==> src/rtl/dex_ucs_link_master_top_assert.svh <==
// ---------------------------------------------------------------------------
// Assertion macros for the DEX/UCS link master
// Clocked, reset-gated concurrent assertion wrappers.
// ---------------------------------------------------------------------------
`ifndef DEX_UCS_LINK_MASTER_TOP_ASSERT_SVH
`define DEX_UCS_LINK_MASTER_TOP_ASSERT_SVH

// Generic form with an explicit clock.
`define DLM_ASSERT_AT(label, clk, prop) \
  label: assert property (@(posedge clk) disable iff (!rst_ni) prop) \
    else $error("dlm assertion failed");

// Form for modules clocked by clk_i.
`define DLM_ASSERT(label, prop) `DLM_ASSERT_AT(label, clk_i, prop)

`endif

==> src/rtl/dlm_pkg.sv <==
// ---------------------------------------------------------------------------
// dlm_pkg
// Shared types, control characters and helpers of the DEX/UCS link master.
// ---------------------------------------------------------------------------
`default_nettype none

package dlm_pkg;

  localparam logic [7:0] CharSoh  = 8'h01;
  localparam logic [7:0] CharStx  = 8'h02;
  localparam logic [7:0] CharEtx  = 8'h03;
  localparam logic [7:0] CharEot  = 8'h04;
  localparam logic [7:0] CharEnq  = 8'h05;
  localparam logic [7:0] CharDle  = 8'h10;
  localparam logic [7:0] CharEtb  = 8'h17;
  localparam logic [7:0] CharZero = 8'h30;
  localparam logic [7:0] CharOne  = 8'h31;

  localparam logic [15:0] CrcPoly = 16'hA001;

  localparam logic [4:0] SkipResponse = 5'd18;
  localparam logic [4:0] SkipCrc      = 5'd2;

  // Positions inside the ID burst
  localparam logic [4:0] IdDle1     = 5'd0;
  localparam logic [4:0] IdSoh      = 5'd1;
  localparam logic [4:0] IdTextLo   = 5'd2;
  localparam logic [4:0] IdTextHi   = 5'd18;
  localparam logic [4:0] IdDle2     = 5'd19;
  localparam logic [4:0] IdEtx      = 5'd20;
  localparam logic [4:0] IdCrcLo    = 5'd21;
  localparam logic [4:0] IdCrcHi    = 5'd22;

  localparam int QueueDepth = 4;
  localparam int QueuePtrW  = $clog2(QueueDepth);

  typedef enum logic [1:0] {
    OP_START   = 2'd0,
    OP_BYTE    = 2'd1,
    OP_TIMEOUT = 2'd2
  } op_e;

  typedef enum logic [1:0] {
    KIND_TX   = 2'd0,
    KIND_DATA = 2'd1,
    KIND_END  = 2'd2
  } kind_e;

  typedef enum logic [1:0] {
    ST_COMPLETE   = 2'd0,
    ST_UNEXPECTED = 2'd1,
    ST_TIMEOUT    = 2'd2
  } status_e;

  // Burst shapes handed from front to back
  typedef enum logic [1:0] {
    CMD_SINGLE = 2'd0,  // one result, fields as given
    CMD_ACK    = 2'd1,  // DLE then data
    CMD_ID     = 2'd2   // DLE SOH id-text DLE ETX crc-lo crc-hi
  } cmd_e;

  typedef enum logic [4:0] {
    PH_IDLE       = 5'd0,
    PH_H1_DLE     = 5'd1,
    PH_H1_ZERO    = 5'd2,
    PH_H1_ACK_DLE = 5'd3,
    PH_H1_ACK_ONE = 5'd4,
    PH_H2_ENQ     = 5'd5,
    PH_H2_DLE     = 5'd6,
    PH_H2_SOH     = 5'd7,
    PH_H2_SKIP    = 5'd8,
    PH_H2_ETX_DLE = 5'd9,
    PH_H2_ETX     = 5'd10,
    PH_H2_CRC     = 5'd11,
    PH_H2_EOT     = 5'd12,
    PH_D_ENQ      = 5'd13,
    PH_D_STX_DLE  = 5'd14,
    PH_D_STX      = 5'd15,
    PH_D_DATA     = 5'd16,
    PH_D_CRC_ETB  = 5'd17,
    PH_D_CRC_ETX  = 5'd18,
    PH_D_EOT      = 5'd19
  } phase_e;

  typedef struct packed {
    cmd_e       cmd;
    kind_e      kind;
    logic [7:0] data;
    status_e    status;
  } burst_t;

  typedef struct packed {
    logic   valid;
    burst_t burst;
  } push_t;

  // Communication ID, request and revision text, by position
  function automatic logic [7:0] id_char(logic [4:0] pos);
    logic [7:0] c;
    case (pos)
      5'd0:    c = "1";
      5'd1:    c = "2";
      5'd2:    c = "3";
      5'd3:    c = "4";
      5'd4:    c = "5";
      5'd5:    c = "6";
      5'd6:    c = "7";
      5'd7:    c = "8";
      5'd8:    c = "9";
      5'd9:    c = "0";
      5'd10:   c = "R";
      5'd11:   c = "R";
      5'd12:   c = "0";
      5'd13:   c = "0";
      5'd14:   c = "L";
      5'd15:   c = "0";
      5'd16:   c = "6";
      default: c = 8'h00;
    endcase
    return c;
  endfunction

  // Reflected CRC-16, one byte
  function automatic logic [15:0] crc_feed(logic [15:0] crc, logic [7:0] b);
    logic [15:0] c;
    logic [7:0]  d;
    logic        mix;
    c = crc;
    d = b;
    for (int i = 0; i < 8; i++) begin
      mix = c[0] ^ d[0];
      c   = c >> 1;
      if (mix) begin
        c = c ^ CrcPoly;
      end
      d = d >> 1;
    end
    return c;
  endfunction

endpackage

`default_nettype wire

==> src/rtl/dlm_front.sv <==
// ---------------------------------------------------------------------------
// dlm_front
// Session state machine: takes one event per cycle unless stalled and queues the burst.
// ---------------------------------------------------------------------------
`default_nettype none

module dlm_front (
  input  wire logic            clk_i,
  input  wire logic            rst_ni,
  input  wire logic            in_valid_i,
  output logic                 in_stall_o,
  input  wire logic [1:0]      op_i,
  input  wire logic [7:0]      rx_byte_i,
  input  wire logic            queue_full_i,
  output dlm_pkg::push_t       push_o
);

  dlm_pkg::phase_e phase_q, phase_d;
  logic [4:0]      count_q, count_d;
  logic            toggle_q, toggle_d;
  logic            escape_q, escape_d;

  logic            accept;
  logic            active;
  logic            is_byte;
  logic            expecting;
  logic [7:0]      want;
  logic            bad;
  logic [4:0]      count_inc;
  logic            skip_done;
  logic            crc_done;

  assign in_stall_o = queue_full_i;
  assign accept     = in_valid_i && !queue_full_i;
  assign active     = (phase_q != dlm_pkg::PH_IDLE);
  assign is_byte    = accept && active && (op_i == dlm_pkg::OP_BYTE);
  assign count_inc  = count_q + 5'd1;
  assign skip_done  = (count_inc >= dlm_pkg::SkipResponse);
  assign crc_done   = (count_inc >= dlm_pkg::SkipCrc);

  // Phases that wait for one fixed byte
  always_comb begin
    expecting = 1'b1;
    want      = dlm_pkg::CharDle;
    unique case (phase_q)
      dlm_pkg::PH_H1_DLE,
      dlm_pkg::PH_H1_ACK_DLE,
      dlm_pkg::PH_H2_DLE,
      dlm_pkg::PH_H2_ETX_DLE,
      dlm_pkg::PH_D_STX_DLE: want = dlm_pkg::CharDle;
      dlm_pkg::PH_H1_ZERO:    want = dlm_pkg::CharZero;
      dlm_pkg::PH_H1_ACK_ONE: want = dlm_pkg::CharOne;
      dlm_pkg::PH_H2_ENQ,
      dlm_pkg::PH_D_ENQ:      want = dlm_pkg::CharEnq;
      dlm_pkg::PH_H2_SOH:     want = dlm_pkg::CharSoh;
      dlm_pkg::PH_H2_ETX:     want = dlm_pkg::CharEtx;
      dlm_pkg::PH_H2_EOT:     want = dlm_pkg::CharEot;
      dlm_pkg::PH_D_STX:      want = dlm_pkg::CharStx;
      default:                expecting = 1'b0;
    endcase
  end

  assign bad = expecting && (rx_byte_i != want);

  // Next state
  always_comb begin
    phase_d  = phase_q;
    count_d  = count_q;
    toggle_d = toggle_q;
    escape_d = escape_q;
    if (accept && op_i == dlm_pkg::OP_START) begin
      phase_d  = dlm_pkg::PH_H1_DLE;
      count_d  = '0;
      toggle_d = 1'b0;
      escape_d = 1'b0;
    end else if (accept && active && op_i == dlm_pkg::OP_TIMEOUT) begin
      phase_d  = dlm_pkg::PH_IDLE;
      count_d  = '0;
      toggle_d = 1'b0;
      escape_d = 1'b0;
    end else if (is_byte) begin
      unique case (phase_q)
        dlm_pkg::PH_H1_DLE:     phase_d = dlm_pkg::PH_H1_ZERO;
        dlm_pkg::PH_H1_ZERO:    phase_d = dlm_pkg::PH_H1_ACK_DLE;
        dlm_pkg::PH_H1_ACK_DLE: phase_d = dlm_pkg::PH_H1_ACK_ONE;
        dlm_pkg::PH_H1_ACK_ONE: phase_d = dlm_pkg::PH_H2_ENQ;
        dlm_pkg::PH_H2_ENQ:     phase_d = dlm_pkg::PH_H2_DLE;
        dlm_pkg::PH_H2_DLE:     phase_d = dlm_pkg::PH_H2_SOH;
        dlm_pkg::PH_H2_SOH: begin
          phase_d = dlm_pkg::PH_H2_SKIP;
          count_d = '0;
        end
        dlm_pkg::PH_H2_SKIP: begin
          if (skip_done) begin
            count_d = '0;
            phase_d = dlm_pkg::PH_H2_ETX_DLE;
          end else begin
            count_d = count_inc;
          end
        end
        dlm_pkg::PH_H2_ETX_DLE: phase_d = dlm_pkg::PH_H2_ETX;
        dlm_pkg::PH_H2_ETX: begin
          phase_d = dlm_pkg::PH_H2_CRC;
          count_d = '0;
        end
        dlm_pkg::PH_H2_CRC: begin
          if (crc_done) begin
            count_d = '0;
            phase_d = dlm_pkg::PH_H2_EOT;
          end else begin
            count_d = count_inc;
          end
        end
        dlm_pkg::PH_H2_EOT: phase_d = dlm_pkg::PH_D_ENQ;
        dlm_pkg::PH_D_ENQ: begin
          phase_d  = dlm_pkg::PH_D_STX_DLE;
          toggle_d = 1'b1;  // first ack is '0'
        end
        dlm_pkg::PH_D_STX_DLE:  phase_d = dlm_pkg::PH_D_STX;
        dlm_pkg::PH_D_STX: begin
          phase_d  = dlm_pkg::PH_D_DATA;
          escape_d = 1'b0;
        end
        dlm_pkg::PH_D_DATA: begin
          if (escape_q) begin
            escape_d = 1'b0;
            if (rx_byte_i == dlm_pkg::CharEtb) begin
              phase_d = dlm_pkg::PH_D_CRC_ETB;
              count_d = '0;
            end else if (rx_byte_i == dlm_pkg::CharEtx) begin
              phase_d = dlm_pkg::PH_D_CRC_ETX;
              count_d = '0;
            end
          end else if (rx_byte_i == dlm_pkg::CharDle) begin
            escape_d = 1'b1;
          end
        end
        dlm_pkg::PH_D_CRC_ETB,
        dlm_pkg::PH_D_CRC_ETX: begin
          if (crc_done) begin
            count_d  = '0;
            toggle_d = ~toggle_q;
            phase_d  = (phase_q == dlm_pkg::PH_D_CRC_ETB) ? dlm_pkg::PH_D_STX_DLE
                                                           : dlm_pkg::PH_D_EOT;
          end else begin
            count_d = count_inc;
          end
        end
        default: phase_d = dlm_pkg::PH_IDLE;  // end of transfer
      endcase
      if (bad || phase_q == dlm_pkg::PH_D_EOT) begin
        phase_d  = dlm_pkg::PH_IDLE;
        count_d  = '0;
        toggle_d = 1'b0;
        escape_d = 1'b0;
      end
    end
  end

  // Burst to queue
  always_comb begin
    push_o.valid        = 1'b0;
    push_o.burst.cmd    = dlm_pkg::CMD_SINGLE;
    push_o.burst.kind   = dlm_pkg::KIND_TX;
    push_o.burst.data   = '0;
    push_o.burst.status = dlm_pkg::ST_COMPLETE;
    if (accept && op_i == dlm_pkg::OP_START) begin
      push_o.valid      = 1'b1;
      push_o.burst.data = dlm_pkg::CharEnq;
    end else if (accept && active && op_i == dlm_pkg::OP_TIMEOUT) begin
      push_o.valid        = 1'b1;
      push_o.burst.kind   = dlm_pkg::KIND_END;
      push_o.burst.status = dlm_pkg::ST_TIMEOUT;
    end else if (is_byte) begin
      if (bad) begin
        push_o.valid        = 1'b1;
        push_o.burst.kind   = dlm_pkg::KIND_END;
        push_o.burst.status = dlm_pkg::ST_UNEXPECTED;
      end else begin
        unique case (phase_q)
          dlm_pkg::PH_H1_ZERO: begin
            push_o.valid     = 1'b1;
            push_o.burst.cmd = dlm_pkg::CMD_ID;
          end
          dlm_pkg::PH_H1_ACK_ONE: begin
            push_o.valid      = 1'b1;
            push_o.burst.data = dlm_pkg::CharEot;
          end
          dlm_pkg::PH_H2_ENQ,
          dlm_pkg::PH_D_ENQ: begin
            push_o.valid      = 1'b1;
            push_o.burst.cmd  = dlm_pkg::CMD_ACK;
            push_o.burst.data = dlm_pkg::CharZero;
          end
          dlm_pkg::PH_H2_CRC: begin
            push_o.valid      = crc_done;
            push_o.burst.cmd  = dlm_pkg::CMD_ACK;
            push_o.burst.data = dlm_pkg::CharOne;
          end
          dlm_pkg::PH_D_DATA: begin
            push_o.valid = escape_q ? !(rx_byte_i == dlm_pkg::CharEtb ||
                                        rx_byte_i == dlm_pkg::CharEtx)
                                    : (rx_byte_i != dlm_pkg::CharDle);
            push_o.burst.kind = dlm_pkg::KIND_DATA;
            push_o.burst.data = rx_byte_i;
          end
          dlm_pkg::PH_D_CRC_ETB,
          dlm_pkg::PH_D_CRC_ETX: begin
            push_o.valid      = crc_done;
            push_o.burst.cmd  = dlm_pkg::CMD_ACK;
            push_o.burst.data = toggle_q ? dlm_pkg::CharOne : dlm_pkg::CharZero;
          end
          dlm_pkg::PH_D_EOT: begin
            push_o.valid        = 1'b1;
            push_o.burst.kind   = dlm_pkg::KIND_END;
            push_o.burst.status = (rx_byte_i == dlm_pkg::CharEot) ?
                                  dlm_pkg::ST_COMPLETE : dlm_pkg::ST_UNEXPECTED;
          end
          default: push_o.valid = 1'b0;
        endcase
      end
    end
  end

  always_ff @(posedge clk_i or negedge rst_ni) begin
    if (!rst_ni) begin
      phase_q  <= dlm_pkg::PH_IDLE;
      count_q  <= '0;
      toggle_q <= 1'b0;
      escape_q <= 1'b0;
    end else begin
      phase_q  <= phase_d;
      count_q  <= count_d;
      toggle_q <= toggle_d;
      escape_q <= escape_d;
    end
  end

endmodule

`default_nettype wire

==> src/rtl/dlm_queue.sv <==
// ---------------------------------------------------------------------------
// dlm_queue
// Small FIFO of pending bursts between the session logic and the emitter.
// ---------------------------------------------------------------------------
`default_nettype none

`include "dex_ucs_link_master_top_assert.svh"

module dlm_queue (
  input  wire logic             clk_i,
  input  wire logic             rst_ni,
  input  wire dlm_pkg::push_t   push_i,
  input  wire logic             pop_i,
  output dlm_pkg::burst_t       head_o,
  output logic                  head_valid_o,
  output logic                  full_o
);

  dlm_pkg::burst_t                mem_q [dlm_pkg::QueueDepth];
  logic [dlm_pkg::QueuePtrW-1:0]  wr_ptr_q;
  logic [dlm_pkg::QueuePtrW-1:0]  rd_ptr_q;
  logic [dlm_pkg::QueuePtrW:0]    count_q;

  assign head_o       = mem_q[rd_ptr_q];
  assign head_valid_o = (count_q != '0);
  assign full_o       = (count_q == (dlm_pkg::QueuePtrW+1)'(dlm_pkg::QueueDepth));

  always_ff @(posedge clk_i) begin
    if (push_i.valid) begin
      mem_q[wr_ptr_q] <= push_i.burst;
    end
  end

  always_ff @(posedge clk_i or negedge rst_ni) begin
    if (!rst_ni) begin
      wr_ptr_q <= '0;
      rd_ptr_q <= '0;
      count_q  <= '0;
    end else begin
      if (push_i.valid) begin
        wr_ptr_q <= wr_ptr_q + (dlm_pkg::QueuePtrW)'(1);
      end
      if (pop_i) begin
        rd_ptr_q <= rd_ptr_q + (dlm_pkg::QueuePtrW)'(1);
      end
      case ({push_i.valid, pop_i})
        2'b10:   count_q <= count_q + (dlm_pkg::QueuePtrW+1)'(1);
        2'b01:   count_q <= count_q - (dlm_pkg::QueuePtrW+1)'(1);
        default: count_q <= count_q;
      endcase
    end
  end

  `DLM_ASSERT(a_no_overflow, (push_i.valid |-> !full_o))
  `DLM_ASSERT(a_no_underflow, (pop_i |-> head_valid_o))

endmodule

`default_nettype wire

==> src/rtl/dlm_back.sv <==
// ---------------------------------------------------------------------------
// dlm_back
// Burst emitter: expands queued bursts into result items, runs the ID CRC.
// ---------------------------------------------------------------------------
`default_nettype none

`include "dex_ucs_link_master_top_assert.svh"

module dlm_back (
  input  wire logic             clk_i,
  input  wire logic             rst_ni,
  input  wire dlm_pkg::burst_t  head_i,
  input  wire logic             head_valid_i,
  output logic                  pop_o,
  output logic                  out_valid_o,
  input  wire logic             out_stall_i,
  output logic [1:0]            kind_o,
  output logic [7:0]            out_byte_o,
  output logic [1:0]            status_o,
  output logic                  last_o
);

  logic [4:0]  idx_q, idx_d;
  logic [15:0] crc_q, crc_d;
  logic        out_valid_q;
  logic [1:0]  kind_q;
  logic [7:0]  byte_q;
  logic [1:0]  status_q;
  logic        last_q;

  logic        emit;
  logic [1:0]  el_kind;
  logic [7:0]  el_byte;
  logic [1:0]  el_status;
  logic        el_last;
  logic        el_crc;

  assign emit  = head_valid_i && (!out_valid_q || !out_stall_i);
  assign pop_o = emit && el_last;

  // Current element of the burst at the head
  always_comb begin
    el_kind   = dlm_pkg::KIND_TX;
    el_byte   = head_i.data;
    el_status = dlm_pkg::ST_COMPLETE;
    el_last   = 1'b1;
    el_crc    = 1'b0;
    unique case (head_i.cmd)
      dlm_pkg::CMD_SINGLE: begin
        el_kind   = head_i.kind;
        el_status = head_i.status;
      end
      dlm_pkg::CMD_ACK: begin
        el_last = (idx_q != '0);
        if (idx_q == '0) begin
          el_byte = dlm_pkg::CharDle;
        end
      end
      dlm_pkg::CMD_ID: begin
        el_last = (idx_q == dlm_pkg::IdCrcHi);
        if (idx_q == dlm_pkg::IdDle1 || idx_q == dlm_pkg::IdDle2) begin
          el_byte = dlm_pkg::CharDle;
        end else if (idx_q == dlm_pkg::IdSoh) begin
          el_byte = dlm_pkg::CharSoh;
        end else if (idx_q == dlm_pkg::IdEtx) begin
          el_byte = dlm_pkg::CharEtx;
          el_crc  = 1'b1;
        end else if (idx_q == dlm_pkg::IdCrcLo) begin
          el_byte = crc_q[7:0];
        end else if (idx_q == dlm_pkg::IdCrcHi) begin
          el_byte = crc_q[15:8];
        end else begin
          el_byte = dlm_pkg::id_char(idx_q - dlm_pkg::IdTextLo);
          el_crc  = 1'b1;
        end
      end
      default: el_last = 1'b1;
    endcase
  end

  always_comb begin
    idx_d = idx_q;
    crc_d = crc_q;
    if (emit) begin
      idx_d = el_last ? 5'd0 : idx_q + 5'd1;
      if (head_i.cmd == dlm_pkg::CMD_ID) begin
        if (idx_q == dlm_pkg::IdDle1) begin
          crc_d = '0;
        end else if (el_crc) begin
          crc_d = dlm_pkg::crc_feed(crc_q, el_byte);
        end
      end
    end
  end

  always_ff @(posedge clk_i or negedge rst_ni) begin
    if (!rst_ni) begin
      idx_q       <= '0;
      crc_q       <= '0;
      out_valid_q <= 1'b0;
    end else begin
      idx_q <= idx_d;
      crc_q <= crc_d;
      if (emit) begin
        out_valid_q <= 1'b1;
      end else if (!out_stall_i) begin
        out_valid_q <= 1'b0;
      end
    end
  end

  always_ff @(posedge clk_i) begin
    if (emit) begin
      kind_q   <= el_kind;
      byte_q   <= el_byte;
      status_q <= el_status;
      last_q   <= el_last;
    end
  end

  assign out_valid_o = out_valid_q;
  assign kind_o      = kind_q;
  assign out_byte_o  = byte_q;
  assign status_o    = status_q;
  assign last_o      = last_q;

  `DLM_ASSERT(a_idx_range, (idx_q <= dlm_pkg::IdCrcHi))
  `DLM_ASSERT(a_burst_keeps_head, ((idx_q != '0) |-> head_valid_i))

endmodule

`default_nettype wire

==> src/rtl/dex_ucs_link_master_top.sv <==
// ---------------------------------------------------------------------------
// dex_ucs_link_master_top
// Master side of a DEX/UCS audit link, one received event per item.
// ---------------------------------------------------------------------------
//  channel  dir  handshake                 payload
//  in       in   in_valid_i / in_stall_o   op_i, rx_byte_i
//  out      out  out_valid_o / out_stall_i kind_o, out_byte_o, status_o, last_o
//
//  An input item is taken every cycle while the burst queue has room; its
//  first result is written to the queue and then loaded into the output register.
//  Results leave at one per cycle while out_stall_i is low; the ID burst has
//  23 results, every other burst one or two, and items without results push
//  no burst.
//  rst_ni clears the session state, the queue and the output valid at once.
//  out_stall_i holds the output register; the four-entry queue then fills
//  and raises in_stall_o.
// ---------------------------------------------------------------------------
`default_nettype none

module dex_ucs_link_master_top (
  input  wire logic       clk_i,
  input  wire logic       rst_ni,
  input  wire logic       in_valid_i,
  output logic            in_stall_o,
  input  wire logic [1:0] op_i,
  input  wire logic [7:0] rx_byte_i,
  output logic            out_valid_o,
  input  wire logic       out_stall_i,
  output logic [1:0]      kind_o,
  output logic [7:0]      out_byte_o,
  output logic [1:0]      status_o,
  output logic            last_o
);

  dlm_pkg::push_t  push;
  dlm_pkg::burst_t head;
  logic            head_valid;
  logic            queue_full;
  logic            pop;

  dlm_front u_front (
    .clk_i        (clk_i),
    .rst_ni       (rst_ni),
    .in_valid_i   (in_valid_i),
    .in_stall_o   (in_stall_o),
    .op_i         (op_i),
    .rx_byte_i    (rx_byte_i),
    .queue_full_i (queue_full),
    .push_o       (push)
  );

  dlm_queue u_queue (
    .clk_i        (clk_i),
    .rst_ni       (rst_ni),
    .push_i       (push),
    .pop_i        (pop),
    .head_o       (head),
    .head_valid_o (head_valid),
    .full_o       (queue_full)
  );

  dlm_back u_back (
    .clk_i        (clk_i),
    .rst_ni       (rst_ni),
    .head_i       (head),
    .head_valid_i (head_valid),
    .pop_o        (pop),
    .out_valid_o  (out_valid_o),
    .out_stall_i  (out_stall_i),
    .kind_o       (kind_o),
    .out_byte_o   (out_byte_o),
    .status_o     (status_o),
    .last_o       (last_o)
  );

endmodule

`default_nettype wire
==> config.mk <==
export PLATFORM = sky130hd
export DESIGN_NAME = dex_ucs_link_master_top
export DESIGN_NICKNAME = d
export VERILOG_FILES = /design/src/rtl/dlm_pkg.sv /design/src/rtl/dlm_front.sv /design/src/rtl/dlm_queue.sv /design/src/rtl/dlm_back.sv /design/src/rtl/dex_ucs_link_master_top.sv
export VERILOG_INCLUDE_DIRS = /design/src /design/src/rtl
export SDC_FILE = /design/constraint.sdc
export NUM_CORES = 1
export LEC_CHECK = 0
export ABC_AREA = 1
export BUFFER_PORTS_ARGS = -buffer_cell sky130_fd_sc_hd__buf_2
export CORE_ASPECT_RATIO = 2
export CORE_UTILIZATION = 60
export CTS_BUF_LIST = sky130_fd_sc_hd__clkbuf_4 sky130_fd_sc_hd__clkbuf_8
export DETAILED_ROUTE_END_ITERATION = 7
export HOLD_SLACK_MARGIN = 0.12
export PLACE_DENSITY = 0.78
export SYNTH_ARGS = -nofsm -noshare
export SYNTH_HDL_FRONTEND = slang
export SYNTH_SLANG_ARGS = --single-unit
==> constraint.sdc <==
create_clock -name clk_i -period 10.5 [get_ports clk_i]
set_clock_uncertainty 0.1 [all_clocks]
set_input_delay 1.575 -clock clk_i [delete_from_list [all_inputs] [get_ports clk_i]]
set_output_delay 1.575 -clock clk_i [all_outputs]
set_load 0.01 [all_outputs]
==> impl_results.md <==
- Status: complete, no violations
- Period minus WS final: 4.55 ns
- Ys flop type: edfxtp_1
- Placer Congestion: 1.07
- Area grow syn2layout: 7.23%
- Ports: 29
- Synth async-reset ratio: 37.3%
- Num rows: 53
- Register area share after synthesis: 48.1%
- Fmax: 0.220 GHz
- Via count: 5224
- RSZ-0062 raised after global routing: false
- MaxCap Viol Count: 0
- Drt first pass iters: 5
- H-tree depth: 3
- CTS tree: yes
- Non-Filler Instances: 896
- Fillcell total: 917
- Cts hold-fix bufs: 0
- Total Neg Setup Slack: 0 ns
- Number of global-route vias before repair: 5207
- CTS Buf Count: 9
- Period utilization: 43.3%
- Core ar.: 10500 um^2
- Width of the die: 75.3 um
- GRT Util Overall: 32.0%
- Arrival time worst endpoint: 4.45 ns
- Synth top area cells: edfxtp_1 (32%), dfrtp_1 (16%), nand2_1 (6.5%)
- Final Hold Viols: 0
- Setup Crit Path Kind: input port to flip-flop
- Via/cell ratio: 5.83
- Initial Utilization: 61.5%
- Share of layout cells above drive strength 1: 16.5%
- DP HPWL: 12.9 mm
- Final ANT Viol Nets: 0
- Placed Cells: 878
- Clk sinks: 110
- Hold Path Class: flip-flop to flip-flop
- Slew @ Worst Pin: 1.19 ns
- Routed length per instance: 18.5 um
- Skew-Pair Late Insertion Delay: 0.38 ns
- First-pass GRT wire length: 25.6 mm
- Yosys warns: 0
- Number of flops mapped to enable cells by yosys: 69
- Die Area: 11200 um^2
- Grt ovf: 0
- Die Ht: 149 um
- Fin. max-slew vios: 0
- Syn Area/Cell: 8.92 um^2
- Number of cells produced by synthesis: 722
- Final setup violation count: 0
- Syn Nets: 755
- CP endpoint kind: flip-flop
- Synth area leader: edfxtp_1
- Drt first-iter violations: 293
- Storage cell area: 3100 um^2
- Synth Register Bits: 110
- PortBufs: 28
- Slew HR: 20.2%
- Worst EP required: 10.40 ns
- Mapped Area: 6440 um^2
- Multi-input gate area: 2890 um^2
- Clock Root Buffer: clkbuf_8
- Post-CTS resize count: 0
- # nets final: 785
- Initial antenna violation count: 2
- Share of the synthesized area in the top cell type: 32.2%
- Clock slew at reported path FFs: 0.11 ns
- Most frequent cells in the layout: nand2_1 (111), inv_1 (99), nor2_1 (90)
- Final WL: 16.6 mm
- Most common cell after layout, fill and taps aside: nand2_1
- Pin count of the biggest net entering global routing: 42
- Clk buf depth: 2
- Distinct cells, synth: 48
- DRC Markers: 0
- Post-CTS Setup Bufs: 0
- Critical Path Source Type: input port
- CP max FO: 14
==> area by class of cell <==
cell class	count	area share [%]
Sequential cell	110	44.9
Multi-Input combinational cell	496	41.8
Timing Repair Buffer	30	2.25
Tap cell	137	2.48
Clock buffer	9	1.79
Antenna cell	2	0.0725
Clock inverter	7	0.996
Inverter	105	5.71
==> cells in the mapped netlist (2+ instances only) <==
cell type    n
o2111ai_1    4
a31oi_1      2
nand2_1    111
o22ai_1     19
nor2_4       3
nand3_1     46
xor2_1      13
ha_1        18
clkbuf_1     7
o31ai_1      3
a21oi_1     21
edfxtp_1    69
o21ai_1      5
nand4_2      2
a32oi_1      2
o211ai_1     6
xnor2_1      3
dfrtp_1     41
nand2_2     28
nand3_4      6
nor2_1      90
nor4_1       4
nand3_2     11
nand2_4     12
nor3_1      14
nor2_2       3
nand4_1      2
o21ai_0     53
buf_1        2
inv_1       99
inv_2        6
==> layer usage <==
layer	track usage [%]	wire length, um	up-vias	share of wire (%)
li1	-	-	2485	-
met1	29.4	5470	2509	33
met2	61.4	9600	156	58
met3	4.95	468	74	2.8
met4	19.7	1070	0	6.4
met5	0	0	-	0
==> sequential cells by signal, summed over array words and instances (netlist names) <==
signal,cells
u_queue.mem_q,56
u_front.escape_q,1
u_front.count_q,5
u_queue.rd_ptr_q,2
u_back.crc_q,16
u_queue.wr_ptr_q,2
u_queue.count_q,3
u_back.status_o,2
u_back.out_byte_o,8
u_front.toggle_q,1
u_back.last_o,1
u_back.idx_q,5
u_back.kind_o,2
u_back.out_valid_o,1
u_front.phase_q,5
==> stage by stage <==
| step | worst slack (ns) | utilization [%] | hold slack (ns) | cell area, um^2 |
|---|---|---|---|---|
| floorplan | 6.49 | - | 0.371 | 6440 |
| detailed placement | 5.54 | 64.0 | 0.390 | 6710 |
| CTS | 5.96 | 65.9 | 0.417 | 6900 |
| global placement | 5.72 | 64.0 | 0.383 | 6710 |
| finish | 5.95 | 65.9 | 0.410 | 6910 |
| global route | 5.59 | 65.9 | 0.449 | 6910 |
==> final timing paths <==
path                                        end               start  slack (ns)  cells past startpoint
max in group asynchronous      u_back.crc_q[14]              rst_ni        8.38                      1
max reg2reg                  u_queue.count_q[2]  u_front.phase_q[2]        6.16                     19
max                        u_queue.mem_q[2][10]          in_valid_i        5.95                     13
min reg2reg                  u_back.out_valid_o  u_back.out_valid_o        0.41                      2
min in group asynchronous       u_back.idx_q[1]              rst_ni        1.26                      1
min                          u_back.out_valid_o  u_back.out_valid_o        0.41                      2
==> critical path, cell delays in order <==
cell,delay [ns]
buf_2,0.07
inv_1,0.03
nor2_1,0.23
o21ai_0,0.17
nor3_1,0.53
nor2_1,0.14
inv_1,0.17
nor2_4,0.09
inv_2,0.10
nor2_1,0.05
nor2_1,0.27
inv_2,0.11
nor2_1,0.91
==> cells by family (layout without fill, tap and decap cells) <==
logic type	Yosys count	in the layout	share of synthesized area, %
XOR/XNOR	17	17	2.60
other	0	2	0
AND/OR/NAND/NOR	334	334	26.8
adder cells (fa/ha/maj)	19	19	3.81
buffers and inverters	116	151	7.03
AO/OA/AOI/OAI	126	126	11.7
flip-flops	110	110	48.1
Power is not shown: default switching activity piles up to over one toggle a cycle in this logic, so the estimate is an artifact.
